$ cat src/pvnf_pkg.sv
// Shared types, constants and weight functions of the value noise core
package pvnf_pkg;

  localparam int MAX_OCTAVES_DEF = 8;
  localparam int COORD_BITS_DEF  = 16;

  localparam int SALT_W  = 32;
  localparam int BASE_W  = 11;
  localparam int COUNT_W = 4;
  localparam int VAL_W   = 24;
  localparam int WGT_W   = 24;
  localparam int RECIP_W = 17;
  localparam int OUT_W   = 16;
  localparam int ADDR_W  = 4;
  localparam int DATA_W  = 32;

  // Register indexes
  localparam logic [1:0] REG_SALT  = 2'd0;
  localparam logic [1:0] REG_BASE  = 2'd1;
  localparam logic [1:0] REG_COUNT = 2'd2;

  // Hash constants
  localparam logic [31:0] HASH_X   = 32'h8da6b343;
  localparam logic [31:0] HASH_Y   = 32'hd8163841;
  localparam logic [31:0] GOLDEN   = 32'h9e3779b9;
  localparam logic [31:0] SALT_OFS = 32'h68bc21eb;
  localparam logic [31:0] MIX_M1   = 32'h7feb352d;
  localparam logic [31:0] MIX_M2   = 32'h846ca68b;

  // Octave weights in Q0.24
  localparam longint unsigned W_FIRST = 64'd9395241;
  localparam longint unsigned W_RATIO = 64'd8053064;

  typedef struct packed {
    logic [SALT_W-1:0]  noise_salt;
    logic [BASE_W-1:0]  base_cells;
    logic [COUNT_W-1:0] octave_count;
  } pvnf_cfg_t;

  // Weight of octave k, each step rounded to Q0.24
  function automatic logic [WGT_W-1:0] octave_weight(int k);
    longint unsigned w;
    w = W_FIRST;
    for (int i = 0; i < k; i++) begin
      w = (w * W_RATIO + 64'h800000) >> 24;
    end
    return WGT_W'(w);
  endfunction

  // Sum of the first c octave weights
  function automatic longint unsigned total_weight(int c);
    longint unsigned t;
    t = 64'd0;
    for (int i = 0; i < c; i++) begin
      t = t + 64'(octave_weight(i));
    end
    return t;
  endfunction

endpackage

$ cat src/pvnf_sum.sv
// Registered octave adder tree, normalization and output clamp
module pvnf_sum #(
  parameter int MAX_OCT = pvnf_pkg::MAX_OCTAVES_DEF,
  parameter int TL      = 3,
  parameter int AW      = 52
) (
  input  logic                                        clk_i,
  input  pvnf_pkg::pvnf_cfg_t                         cfg_i,
  input  logic [TL+1:0]                               adv_i,
  input  logic [pvnf_pkg::VAL_W+pvnf_pkg::WGT_W-1:0]  wn_i [MAX_OCT],
  output logic [pvnf_pkg::OUT_W-1:0]                  value_o
);

  localparam int LEAVES = 1 << TL;
  localparam int NW     = AW - 24;
  localparam int PW     = NW + pvnf_pkg::RECIP_W;
  localparam int CNTW   = $clog2(MAX_OCT + 1);

  logic [AW-1:0] leaf [LEAVES];
  logic [AW-1:0] node_q [1:LEAVES-1];

  // Pad the leaves to a power of two
  for (genvar i = 0; i < LEAVES; i++) begin : g_leaf
    if (i < MAX_OCT) begin : g_used
      assign leaf[i] = AW'(wn_i[i]);
    end else begin : g_pad
      assign leaf[i] = '0;
    end
  end

  // One register level of pairwise sums per stage
  for (genvar l = 1; l <= TL; l++) begin : g_lvl
    for (genvar j = 0; j < (LEAVES >> l); j++) begin : g_node
      localparam int N = (LEAVES >> l) + j;
      if (l == 1) begin : g_bot
        always_ff @(posedge clk_i) begin
          if (adv_i[l-1]) node_q[N] <= leaf[2*N-LEAVES] + leaf[2*N+1-LEAVES];
        end
      end else begin : g_up
        always_ff @(posedge clk_i) begin
          if (adv_i[l-1]) node_q[N] <= node_q[2*N] + node_q[2*N+1];
        end
      end
    end
  end

  // Reciprocal of the total weight for each octave count
  logic [pvnf_pkg::RECIP_W-1:0] recip_w [MAX_OCT+1];
  for (genvar c = 0; c <= MAX_OCT; c++) begin : g_recip
    localparam longint unsigned Tot = (c == 0) ? 64'd1 : pvnf_pkg::total_weight(c);
    localparam longint unsigned Rc  = (c == 0) ? 64'd0 : (64'd1 << 40) / Tot;
    assign recip_w[c] = pvnf_pkg::RECIP_W'(Rc);
  end

  logic [4:0]      cnt_full;
  logic [CNTW-1:0] cnt_eff;
  assign cnt_full = {1'b0, cfg_i.octave_count};
  assign cnt_eff  = (cnt_full > 5'(MAX_OCT)) ? CNTW'(MAX_OCT) : CNTW'(cnt_full);

  // Normalize by the total weight
  logic [PW-1:0] prod_q;
  always_ff @(posedge clk_i) begin
    if (adv_i[TL]) prod_q <= PW'(node_q[1][AW-1:24]) * PW'(recip_w[cnt_eff]);
  end

  // Clamp to Q0.16
  logic [pvnf_pkg::OUT_W-1:0] out_q;
  always_ff @(posedge clk_i) begin
    if (adv_i[TL+1]) out_q <= (|prod_q[PW-1:40]) ? '1 : prod_q[39:24];
  end

  assign value_o = out_q;

endmodule

$ cat config.mk
export PLATFORM = sky130hd
export DESIGN_NAME = pvnf_sum
export DESIGN_NICKNAME = d
export VERILOG_FILES = /design/src/pvnf_pkg.sv /design/src/pvnf_sum.sv
export SDC_FILE = /design/constraint.sdc
export NUM_CORES = 2
export LEC_CHECK = 0
export ABC_AREA = 1
export ABC_CLOCK_PERIOD_IN_PS = 8800
export BUFFER_PORTS_ARGS = -buffer_cell sky130_fd_sc_hd__buf_2
export CAP_MARGIN = 10
export CORE_UTILIZATION = 29
export DETAILED_ROUTE_END_ITERATION = 12
export PLACE_DENSITY = 0.41
export REMOVE_ABC_BUFFERS = 1
export SETUP_SLACK_MARGIN = 0.3
export SLEW_MARGIN = 40
export SYNTH_ARGS = -nofsm -noshare
export SYNTH_HDL_FRONTEND = slang
export SYNTH_SLANG_ARGS = --single-unit
$ cat constraint.sdc
create_clock -name clk_i -period 8.8 [get_ports clk_i]
set_clock_uncertainty 0.1 [all_clocks]
set_input_delay 1.76 -clock clk_i [delete_from_list [all_inputs] [get_ports clk_i]]
set_output_delay 1.76 -clock clk_i [all_outputs]
set_load 0.03 [all_outputs]
==> key figures <==
Status
  • Status: finished, final reports clean

Global routing
  • Largest net degree at the start of global routing: 127
  • Global-route wire length before repair: 287000 um
  • Total grt overflow: 0
  • Overall routing resource usage: 21.6%
  • Antenna violations before repair: 7
  • Vias in the first global route: 47.3k

Synthesis
  • Number of synthesized flops with an enable pin: 360
  • Synthesis Warnings: 0
  • Average cell area after synthesis: 7.08 sq um
  • Adder-cell share of the synthesized area: 26.6%
  • Post-synth design cell area: 0.0500 sq mm
  • Post-Synthesis Cells: 7061
  • Xor and xnor area share after synthesis: 3.66%
  • Netlist cell types: 44
  • Post-synthesis register bit count: 360
  • Post-synth ARST share: 0%
  • Largest family of logic cells by synthesized area: simple AND/OR/NAND/NOR gates
  • Ys flop type: edfxtp_1
  • Proportion of synthesized area in mux cells: 0%
  • Register area share after synthesis: 21.6%
  • Post-Synth Simple-Gate Area: 26.6%
  • Synth Area in Compound Gates: 11.7%

Cells and area
  • Share of layout cells above drive strength 1: 7.84%
  • Final nets: 8795
  • Layout Area Growth over Synthesis: 13.1%
  • Final core utilization: 33.2%
  • Most frequent cells in the layout: nand2_1, inv_1, nor2_1
  • Fillers: 18.7k
  • # diodes: 0
  • Most common cell after layout, fill and taps aside: nand2_1

Floorplan
  • Initial Utilization: 29.4%
  • Ports: 453
  • Core area: 0.170 sq mm
  • Core Rows: 151
  • Die area: 0.174 sq mm
  • Die height: 417 um
  • Chip Width: 417 um

Worst setup path
  • Crit path max fanout: 10
  • R2R cell count: 21
  • Critical Path AT: 8190 ps
  • Critical Path Source: cfg_i[3]
  • CP Launch Type: input port
  • Kind of critical path: input port to flop
  • Critical path required time: 9040 ps
  • Worst setup EP type: flop
  • Reg-to-Reg Start: node_q[1][36]

Clocking
  • Clock Tree Buf Depth: 3
  • Clk Latency, worst-skew pair: 620 ps
  • Hold_buf cts: 0
  • Post-cts sizing count: 0
  • Clock transition at the registers of the reported paths: 60 ps
  • Sink Count: 360
  • H-tree Lvls: 2
  • CTS tree: built
  • CTS buffer count: 44
  • Setup bufs post-CTS: 0
  • CTS root buffer: clkbuf_16

STA
  • Final setup TNS: 0 ps
  • Max Clk Rate: 0.126 GHz
  • Final Hold Fails: 0
  • Period minus WS final: 7950 ps
  • RSZ-0062 raised after global routing: false
  • Slew HR: 40.8%
  • Final slew viol count: 0
  • Part of the cycle the worst path needs: 90.3%
  • Worst Tran Pin Value: 887 ps
  • Final Worst Setup Slack: 852 ps
  • Setup-failing EPs final: 0

Min path
  • Hold crit path type: flop to flop
  • Hold path cells: 2
  • Hold wc startpoint: prod_q[35]

Routing
  • Vias: 47.5k
  • Post-Route WL: 191000 um
  • Drt first pass iters: 8
  • Detail Route Antenna Nets: 0
  • DRC: 0
  • Drt wl/cell: 19.4 um
  • Via-per-instance ratio: 4.82
  • DR iter-0 viols: 3074

Placed design
  • PortBufs: 409
  • Gpl congestion: 0.947
  • DP HPWL: 167000 um
  • Place WS: 219 ps

Run
  • Total of max-cap violations: 0
-- state kept, by name (all words and copies together) (netlist names) --
register,flops
prod_q,21
node_q,323
value_o,16
-- per-layer routing --
metal  vias to the layer above  part of all wire, %  GRT usage, %
met2                      1209                   46          36.2
met4                         0                  1.3          3.17
met3                       116                  4.6          1.58
met1                     22500                   48          30.9
li1                      23700                    -             -
met5                         -                    0             0
-- critical path, stage by stage --
cell and delay [ps]:
buf_2 170, nor2_1 160, inv_1 90, ha_1 320, o21ai_2 320, inv_2 70
o21ai_2 100, buf_4 270, nor2_1 90, fa_1 490, inv_1 50, fa_1 400
fa_1 540, inv_1 60, fa_1 510, fa_1 490, inv_1 50, fa_1 620
inv_1 90, ha_1 330, a21oi_1 200, o21ai_0 180, a21oi_1 170, nand3_1 300
nand2_1 180, nand2_1 60, nand2_1 50, nand2_1 60
-- final cells by class --
type | instances | area, sq um | share of cell area (%)
clock buffers | 48 | 1120 | 1.97
clock inverters | 32 | 245 | 0.434
inverters | 1232 | 4620 | 8.18
multi-input cells | 5408 | 34300 | 60.6
flip-flops and latches | 360 | 10800 | 19.1
well taps | 2295 | 2870 | 5.08
repair buffers | 474 | 2590 | 4.58
-- synthesized netlist by cell type, types with 8 or more instances --
library cell | instances | area share (%)
nand2_2 | 11 | 0.14
nand4_1 | 129 | 1.6
nand2_1 | 1883 | 14
o211ai_1 | 10 | 0.15
a21o_1 | 37 | 0.56
a21boi_0 | 23 | 0.35
nor4_1 | 15 | 0.19
nand3_1 | 305 | 3.1
xor2_1 | 183 | 3.2
edfxtp_1 | 360 | 22
xnor2_1 | 26 | 0.46
inv_2 | 15 | 0.11
o21bai_1 | 56 | 0.84
o21ai_1 | 14 | 0.14
a31oi_1 | 12 | 0.15
clkbuf_1 | 34 | 0.26
a21oi_1 | 559 | 5.6
ha_1 | 467 | 12
o21a_1 | 28 | 0.42
buf_2 | 18 | 0.18
nor3_1 | 71 | 0.71
nor2_1 | 837 | 6.3
fa_1 | 371 | 15
o21ai_0 | 326 | 3.3
inv_1 | 1214 | 9.1
and2_1 | 8 | 0.10
-- logic make-up (layout without fill, tap and decap cells) --
logic type,count (synthesis),in the layout
AOI/OAI and AO/OA,1079,1079
xor gates and xnor gates,209,209
adders and majority gates,838,838
buffers and inverters,1293,1786
DFF,360,360
and+or+nand+nor,3282,3282
-- stage by stage --
| step | hold slack [ps] | instance area (sq um) | std cells |
|---|---|---|---|
| 2_1_floorplan | 380 | 49700 | 7000 |
| 6_report | 399 | 56500 | 9849 |
| 5_1_grt | 427 | 56500 | 9849 |
| 3_3_place_gp | 389 | 55100 | 9768 |
| 4_1_cts | 397 | 56500 | 9848 |
| 3_5_place_dp | 388 | 55200 | 9768 |
-- worst paths after layout --
check	slack, ps	endpoint
max	850	prod_q[41]
min	400	value_o[11]
max reg2reg	2130	prod_q[41]
min reg2reg	400	value_o[11]
Power is left out: the tool's default activity adds up to more than one toggle a clock period on the data nets, which glitch-free logic cannot reach.
