<file path="src/pvnf_pkg.sv">
// Shared types, constants and weight functions of the value noise core
package pvnf_pkg;

  localparam int MAX_OCTAVES_DEF = 8;
  localparam int COORD_BITS_DEF  = 16;

  localparam int SALT_W  = 32;
  localparam int BASE_W  = 11;
  localparam int COUNT_W = 4;
  localparam int VAL_W   = 24;
  localparam int WGT_W   = 24;
  localparam int RECIP_W = 17;
  localparam int OUT_W   = 16;
  localparam int ADDR_W  = 4;
  localparam int DATA_W  = 32;

  // Register indexes
  localparam logic [1:0] REG_SALT  = 2'd0;
  localparam logic [1:0] REG_BASE  = 2'd1;
  localparam logic [1:0] REG_COUNT = 2'd2;

  // Hash constants
  localparam logic [31:0] HASH_X   = 32'h8da6b343;
  localparam logic [31:0] HASH_Y   = 32'hd8163841;
  localparam logic [31:0] GOLDEN   = 32'h9e3779b9;
  localparam logic [31:0] SALT_OFS = 32'h68bc21eb;
  localparam logic [31:0] MIX_M1   = 32'h7feb352d;
  localparam logic [31:0] MIX_M2   = 32'h846ca68b;

  // Octave weights in Q0.24
  localparam longint unsigned W_FIRST = 64'd9395241;
  localparam longint unsigned W_RATIO = 64'd8053064;

  typedef struct packed {
    logic [SALT_W-1:0]  noise_salt;
    logic [BASE_W-1:0]  base_cells;
    logic [COUNT_W-1:0] octave_count;
  } pvnf_cfg_t;

  // Weight of octave k, each step rounded to Q0.24
  function automatic logic [WGT_W-1:0] octave_weight(int k);
    longint unsigned w;
    w = W_FIRST;
    for (int i = 0; i < k; i++) begin
      w = (w * W_RATIO + 64'h800000) >> 24;
    end
    return WGT_W'(w);
  endfunction

  // Sum of the first c octave weights
  function automatic longint unsigned total_weight(int c);
    longint unsigned t;
    t = 64'd0;
    for (int i = 0; i < c; i++) begin
      t = t + 64'(octave_weight(i));
    end
    return t;
  endfunction

endpackage

</file>
<file path="src/pvnf_apb_regs.sv">
// APB register file holding salt, base cell count and octave count
module pvnf_apb_regs (
  input  logic                            clk_i,
  input  logic                            rst_ni,
  input  logic                            psel,
  input  logic                            penable,
  input  logic                            pwrite,
  input  logic [pvnf_pkg::ADDR_W-1:0]     paddr,
  input  logic [pvnf_pkg::DATA_W-1:0]     pwdata,
  output logic [pvnf_pkg::DATA_W-1:0]     prdata,
  output logic                            pready,
  output pvnf_pkg::pvnf_cfg_t             cfg_o
);

  pvnf_pkg::pvnf_cfg_t cfg_q, cfg_d;
  logic                wr_en;
  logic [1:0]          idx;

  assign pready = 1'b1;
  assign idx    = paddr[3:2];
  assign wr_en  = psel & penable & pwrite;

  // Update the addressed register on the access phase
  always_comb begin
    cfg_d = cfg_q;
    if (wr_en) begin
      case (idx)
        pvnf_pkg::REG_SALT:  cfg_d.noise_salt   = pwdata;
        pvnf_pkg::REG_BASE:  cfg_d.base_cells   = pwdata[pvnf_pkg::BASE_W-1:0];
        pvnf_pkg::REG_COUNT: cfg_d.octave_count = pwdata[pvnf_pkg::COUNT_W-1:0];
        default: ;
      endcase
    end
  end

  always_ff @(posedge clk_i or negedge rst_ni) begin
    if (!rst_ni) begin
      cfg_q.noise_salt   <= '0;
      cfg_q.base_cells   <= pvnf_pkg::BASE_W'(4);
      cfg_q.octave_count <= pvnf_pkg::COUNT_W'(5);
    end else begin
      cfg_q <= cfg_d;
    end
  end

  // Read back
  always_comb begin
    case (idx)
      pvnf_pkg::REG_SALT:  prdata = cfg_q.noise_salt;
      pvnf_pkg::REG_BASE:  prdata = pvnf_pkg::DATA_W'(cfg_q.base_cells);
      pvnf_pkg::REG_COUNT: prdata = pvnf_pkg::DATA_W'(cfg_q.octave_count);
      default:             prdata = '0;
    endcase
  end

  assign cfg_o = cfg_q;

endmodule

</file>
<file path="config.mk">
export PLATFORM = sky130hd
export DESIGN_NAME = pvnf_apb_regs
export DESIGN_NICKNAME = d
export VERILOG_FILES = /design/src/pvnf_pkg.sv /design/src/pvnf_apb_regs.sv
export SDC_FILE = /design/constraint.sdc
export NUM_CORES = 1
export LEC_CHECK = 0
export BUFFER_PORTS_ARGS = -buffer_cell sky130_fd_sc_hd__buf_2
export CAP_MARGIN = 5
export CORE_MARGIN = 2
export CORE_UTILIZATION = 47
export CTS_CLUSTER_SIZE = 10
export DETAILED_ROUTE_END_ITERATION = 12
export HOLD_SLACK_MARGIN = 0.03
export PLACE_DENSITY = 0.84
export RECOVER_POWER = 100
export REMOVE_ABC_BUFFERS = 1
export SLEW_MARGIN = 20
export SYNTH_ARGS = -nofsm -noshare
export SYNTH_HDL_FRONTEND = slang
export SYNTH_SLANG_ARGS = --single-unit
</file>
<file path="constraint.sdc">
create_clock -name clk_i -period 1.5 [get_ports clk_i]
set_input_delay 0.225 -clock clk_i [delete_from_list [all_inputs] [get_ports clk_i]]
set_output_delay 0.225 -clock clk_i [all_outputs]
set_load 0.02 [all_outputs]
</file>
==> results of run 1 <==
-- cells in the final DEF (no fill, tap or decap) --
cell | synthesis | final
mux2_2 | 45 | 44
buf_2 | 1 | 45
clkinv_2 | 0 | 1
mux2_1 | 2 | 3
clkbuf_8 | 0 | 6
and2_1 | 21 | 17
nor2_1 | 8 | 8
nor3b_1 | 0 | 2
nand2_1 | 4 | 4
dlygate4sd3_1 | 0 | 1
conb_1 | 1 | 1
dfrtp_1 | 44 | 44
clkbuf_4 | 0 | 1
o21ai_1 | 0 | 1
mux2i_1 | 11 | 11
nor3_1 | 0 | 1
and2_0 | 0 | 4
o21ai_0 | 4 | 3
buf_12 | 0 | 2
clkbuf_2 | 0 | 22
nor2b_1 | 1 | 1
buf_4 | 3 | 2
dfstp_2 | 3 | 3
clkbuf_1 | 3 | 54
nand3_1 | 0 | 1
-- per-layer routing --
| layer | GRT usage | vias up | wire [µm] |
|---|---|---|---|
| met5 | 0 | - | 0 |
| met4 | 0.0440 | 0 | 29 |
| met3 | 0.0422 | 5 | 441 |
| met2 | 0.353 | 88 | 2340 |
| met1 | 0.249 | 816 | 2120 |
| li1 | - | 785 | - |
-- cell families (layout without fill, tap and decap cells) --
| group | after synthesis | count (layout) | share of synthesized area |
|---|---|---|---|
| multiplexers | 58 | 58 | 0.297 |
| AO/OA/AOI/OAI | 4 | 4 | 0.00931 |
| buffers and inverters | 10 | 134 | 0.0338 |
| AND/OR/NAND/NOR | 38 | 38 | 0.109 |
| flip-flops | 47 | 47 | 0.549 |
| other | 1 | 1 | 0.00174 |
-- per-stage QoR --
step                power, W  instances  setup WS (ps)
floorplan            0.00266        148           -184
global placement     0.00320        326            139
finish               0.00388        334           95.9
CTS                  0.00401        334           61.1
detailed placement   0.00326        326           93.4
global route         0.00409        334           22.6
-- power by group through the flow --
stage	sequential, W	combinational (W)	clock (W)
after floorplan	0.00216	0.000499	0
after global placement	0.00179	0.00141	0
after detailed placement	0.00181	0.00144	0
after CTS	0.00179	0.00145	0.000770
after global routing	0.00185	0.00142	0.000818
final	0.00180	0.00133	0.000746
-- synthesized netlist by cell type --
library cell	number
mux2i_1	11
buf_4	3
clkbuf_1	3
dfrtp_1	44
nor2_1	8
dfstp_2	3
buf_2	1
nor3b_2	2
nor3_4	1
nand2_1	4
mux2_1	2
o21ai_0	4
and2_1	21
conb_1	1
nand3_2	1
nor2b_1	1
buf_6	3
mux2_2	45
-- path summary, 6_finish.rpt --
| path | endpoint | slack [ps] | depth (start not counted) |
|---|---|---|---|
| max in group asynchronous | cfg_o[46]$_DFFE_PN0P_ | 240 | 3 |
| hold / removal | cfg_o[43]$_DFFE_PN0P_ | 160 | 2 |
| setup / recovery | prdata[2] | 100 | 3 |
| setup reg to reg | cfg_o[11]$_DFFE_PN0P_ | 640 | 1 |
| min in group asynchronous | cfg_o[17]$_DFFE_PN0P_ | 460 | 2 |
| hold reg to reg | cfg_o[44]$_DFFE_PN0P_ | 530 | 1 |
-- final cells by class --
cell class                      instances  area share
Clock inverter                          1     0.00178
Timing Repair Buffer                  127       0.217
Sequential cell                        47       0.419
Tap cell                               52      0.0231
Multi-Input combinational cell        101       0.309
Clock buffer                            6      0.0293
-- what timing repair did --
item	4_1_cts	5_1_grt
hold buffers	1	0
gates resized for setup	0	1
setup buffers	0	0
endpoints found under the setup margin	0	1
endpoints found under the hold margin	7	0
==> summary.md, run 1 <==
| Metric | Value |
|---|---|
| Iter 0 DRT Violations | 46 |
| Total wire length | around 5 mm |
| HP Class | in2reg |
| Relative slew slack | 0.577 |
| Share of post-route cells with drive strength above 1 | 0.447 |
| Seq/Total Area, Yosys | 0.549 |
| DR WL/cell | ~15 µm |
| Synthesis-to-finish area growth | 30.9% |
| Tcrit/Tclk final | 0.936 |
| Largest area contributor in the synthesized netlist | dfrtp_1 |
| Total Routing Usage GR | 0.198 |
| CTS Buf Count | 5 |
| Routability congestion estimate | 0.793 |
| CP max-delay cell | dfstp_2 |
| Setup Skew | 0 ps |
| Setup violators final | 0 |
| Outcome | finished clean |
| Io pins | ~120 |
| Worst Setup End Kind | primary output |
| Largest net degree at the start of global routing | 24 |
| DRC violations left | 0 |
| Setup crit start kind | register |
| Die X | 71.6 µm |
| LEAKAGE | 1.35 nW |
| Root Buffer | clkbuf_8 |
| Top post-synthesis cells by area | dfrtp_1, mux2_2, and2_1 |
| Clk pwr share | 0.192 |
| Largest register FFs | 47 |
| Delay-heaviest family, CP | flip-flops |
| Worst Hold Slack | 157 ps |
| RSZ-0062 raised after global routing | no |
| TritonCTS clock tree | built |
| Peak supply drop | approximately 0.00062 V |
| P_sw | 0.00145 W |
| Crit Path Class | reg2out |
| Max-slew violation count | 0 |
| Clock buffer depth | 2 |
| Post-synth top area share | 0.512 |
| Initial cell density of the core | 0.490 |
| Port Buffers | approximately 120 |
| Synthesized flop and latch total | 47 |
| Number of buffer and inverter stages on the critical path | 1 |
| Sequential power share | 0.465 |
| Synth Warn # | 0 |
| Global-route wire length before repair | a little over 8 mm |
| WP data required | 1270 ps |
| Gate power share | 0.343 |
| Arrival time of the worst setup path | between 1000 and 1500 ps |
| Setup TNS | 0 ps |
| Num Clock Sinks | 47 |
| Worst stage delay on the critical path | 550 ps |
| Placed cell areas | roughly 2800 µm² |
| P per Cell Area | ~1400 nW/µm² |
| Crit path time final | approximately 1400 ps |
| Multi-input logic area | 871 µm² |
| Ant. Diodes | 0 |
| DRT Pass-1 Iters | 4 |
| Fillers | 386 |
| Worst skew pair latency | roughly 280 ps |
| Grt ovf | 0 |
| Final Net Count | roughly 320 |
| Design Area, Final | around 2800 µm² |
| Max Cap Viol | 0 |
| Vias per cell | 5.07 |
| H-tree lvl count | 2 |
| Internal power | about 0.0024 W |
| Die area | ~5100 µm² |
| Synthesized instance count | ~160 |
| Clk slew on worst S/H paths | roughly 80 ps |
| Routed Antenna Nets | 0 |
| Hold Vio Cnt, Final | 0 |
| Mapped Avg Cell Area | 13.6 µm² |
| Vias in the first global route | 1,723 |
| Mapped Area | 2150 µm² |
| Reg-to-reg critical path startpoint | cfg_o[11]$_DFFE_PN0P_ |
| Yosys cell types | 18 |
| Peak Freq | 712 MHz |
| Core area | between 4000 and 5000 µm² |
| DP HPWL | 3.73 mm |
| CP Max Fanout | 3 |
| Setup crit start | cfg_o[6]$_DFFE_PN1P_ |
| Vias | 1,694 |
| Hold Startpoint | pwdata[28] |
| Row cnt | 24 |
| Die Ht | between 70 and 80 µm |
| Antenna violations before repair | 0 |
| Switching Share | 0.373 |
| FF/Latch Area | 1180 µm² |
| Worst-margin pin slew | about 630 ps |
| Fin util | 0.642 |
| CP Cell Sequence | mux2i_1 > o21ai_1 > buf_2 |
Power figures use the tool's default switching activity.
==> run 2, diff against run 1 <==
- SETUP_SLACK_MARGIN: default -> 0.2
==> summary.md, run 2 (synthesized netlist as in run 1, its figures left out) <==
| Metric | Value |
|---|---|
| Outcome | finished clean |
| Peak supply drop | 0.000635 V |
| Metal3 WL | 427 µm |
| WP data required | 1270 ps |
| Synthesis-to-finish area growth | 36.1% |
| P per Cell Area | ~1400 nW/µm² |
| Met2 routed WL | roughly 2.5 mm |
| Worst skew pair latency | about 280 ps |
| Relative slew slack | 0.531 |
| Final Net Count | 336 |
| Most common cell after layout, fill and taps aside | clkbuf_1 |
| Largest register FFs | between 40 and 50 |
| Total wire length | around 5.2 mm |
| CP Max Fanout | 2 |
| Worst-margin pin slew | 704 ps |
| Iter 0 DRT Violations | 36 |
| Die X | just over 70 µm |
| Die area | roughly 5100 µm² |
| Die Ht | between 70 and 80 µm |
| Delay-heaviest family, CP | flip-flops |
| Routed Antenna Nets | 0 |
| DP Worst Slack | roughly 93 ps |
| Vias in the first global route | 1,736 |
| Max-slew violation count | 0 |
| Tcrit/Tclk final | 0.948 |
| Root Buffer | clkbuf_8 |
| HP Class | in2reg |
| Setup crit start kind | register |
| RSZ-0062 raised after global routing | yes |
| Fin cells | around 350 |
| Crit Path Class | reg2out |
| DP HPWL | approximately 3.7 mm |
| Number of buffer and inverter stages on the critical path | 1 |
| Most frequent cells in the layout | clkbuf_1, mux2_2, dfrtp_1 |
| Row cnt | 24 |
| Arrival time of the worst setup path | 1200 ps |
| H-tree lvl count | 2 |
| Worst Hold Slack | 158 ps |
| TritonCTS clock tree | built |
| Routability congestion estimate | between 0.7 and 0.8 |
| Clock buffer depth | 2 |
| DRC violations left | 0 |
| Max Cap Viol | 0 |
| Ant. Diodes | 0 |
| CP Cell Sequence | mux2i_1 > o21ai_1 > clkbuf_2 |
| Crit path time final | ~1400 ps |
| Clk slew on worst S/H paths | roughly 80 ps |
| DRT Pass-1 Iters | 4 |
| Port Buffers | 117 |
| LEAKAGE | between 1 and 1.5 nW |
| Top routing layer in use | met4 |
| CP max-delay cell | dfstp_2 |
| Wl on met1 | 2.20 mm |
| Largest net degree at the start of global routing | 24 |
| Initial cell density of the core | 0.490 |
| Antenna violations before repair | 0 |
| Vias | about 1.8k |
| Core area | around 4400 µm² |
| Global-route wire length before repair | around 8 mm |
| Hold Vio Cnt, Final | 0 |
| Setup Skew | 0 ps |
| Worst stage delay on the critical path | around 540 ps |
| Vias per cell | between 5 and 6 |
| Worst Setup End Kind | primary output |
| Grt ovf | 0 |
| Peak Freq | 703 MHz |
| Num Clock Sinks | 47 |
| Worst setup margin | roughly 78 ps |
| Share of post-route cells with drive strength above 1 | 0.397 |
| Fillers | ~360 |
| CTS Buf Count | 5 |
| DR WL/cell | ~15 µm |
| Setup violators final | 0 |
| Placed instance count | roughly 330 |
| Io pins | approximately 120 |
| Total Routing Usage GR | 0.200 |
run 2: cell types whose count changed in the layout (fill, tap and decap cells not counted), moves of 2 or more:
| cell | change |
|---|---|
| buf_4 | +14 |
| buf_2 | -8 |
| clkbuf_1 | +22 |
| and2_1 | +4 |
| and2_0 | -4 |
| o21ai_0 | -2 |
| clkbuf_2 | -19 |
| buf_6 | +4 |
| o21ai_1 | +2 |
run 2: final cells by class:
class / count / area [µm²] / share of cell area
Clock buffer: 6 / 82.6 / 0.0282
Clock inverter: 1 / 5.00 / 0.00171
Multi-Input combinational cell: 101 / 873 / 0.298
Sequential cell: 47 / 1180 / 0.403
Tap cell: 52 / 65.1 / 0.0222
Timing Repair Buffer: 140 / 721 / 0.246
run 2: worst reg2reg max path: cells and delay by family (launching register included):
kind / cells / cell delay, ps
buf+inv: 1 / 140
flops: 1 / 400
mux: 1 / 300
run 2: stage by stage:
stage / setup TNS [ps] / cell area, µm² / total power (W) / util
after floorplan: -5820 / 2080 / 0.00266 / -
after detailed placement: 0 / 2830 / 0.00326 / 0.646
after global placement: 0 / 2830 / 0.00320 / 0.646
after CTS: 0 / 2990 / 0.00408 / 0.681
after global routing: 0 / 2930 / 0.00424 / 0.668
final: 0 / 2930 / 0.00403 / 0.668
run 2: worst paths after layout:
path	from	endpoint	slack [ps]	cells past startpoint
max	cfg_o[6]$_DFFE_PN1P_	prdata[2]	80	3
min	pwdata[28]	cfg_o[43]$_DFFE_PN0P_	160	2
max reg2reg	cfg_o[11]$_DFFE_PN0P_	cfg_o[11]$_DFFE_PN0P_	530	2
min reg2reg	cfg_o[30]$_DFFE_PN0P_	cfg_o[30]$_DFFE_PN0P_	530	1
max in group asynchronous	rst_ni	cfg_o[39]$_DFFE_PN0P_	320	3
min in group asynchronous	rst_ni	cfg_o[17]$_DFFE_PN0P_	500	2
run 2: repair_timing:
item                       in CTS  in global routing
resized for setup               7                  9
hold endpoints to repair        7                  0
hold buffers                    1                  0
setup buffers                   6                  7
setup endpoints to repair      11                 33
pin swaps                       0                  2
run 2: metal layers:
metal,GRT usage,vias to the layer above
met2,0.350,96
li1,-,810
met1,0.254,844
met4,0.0440,0
met5,0,-
met3,0.0436,5
run 2: where the power goes:
part	internal, W	total [W]	switching (W)
combinational	0.000602	0.00149	0.000885
clock	0.000362	0.000746	0.000384
sequential	0.00157	0.00179	0.000218
total	0.00254	0.00403	0.00149
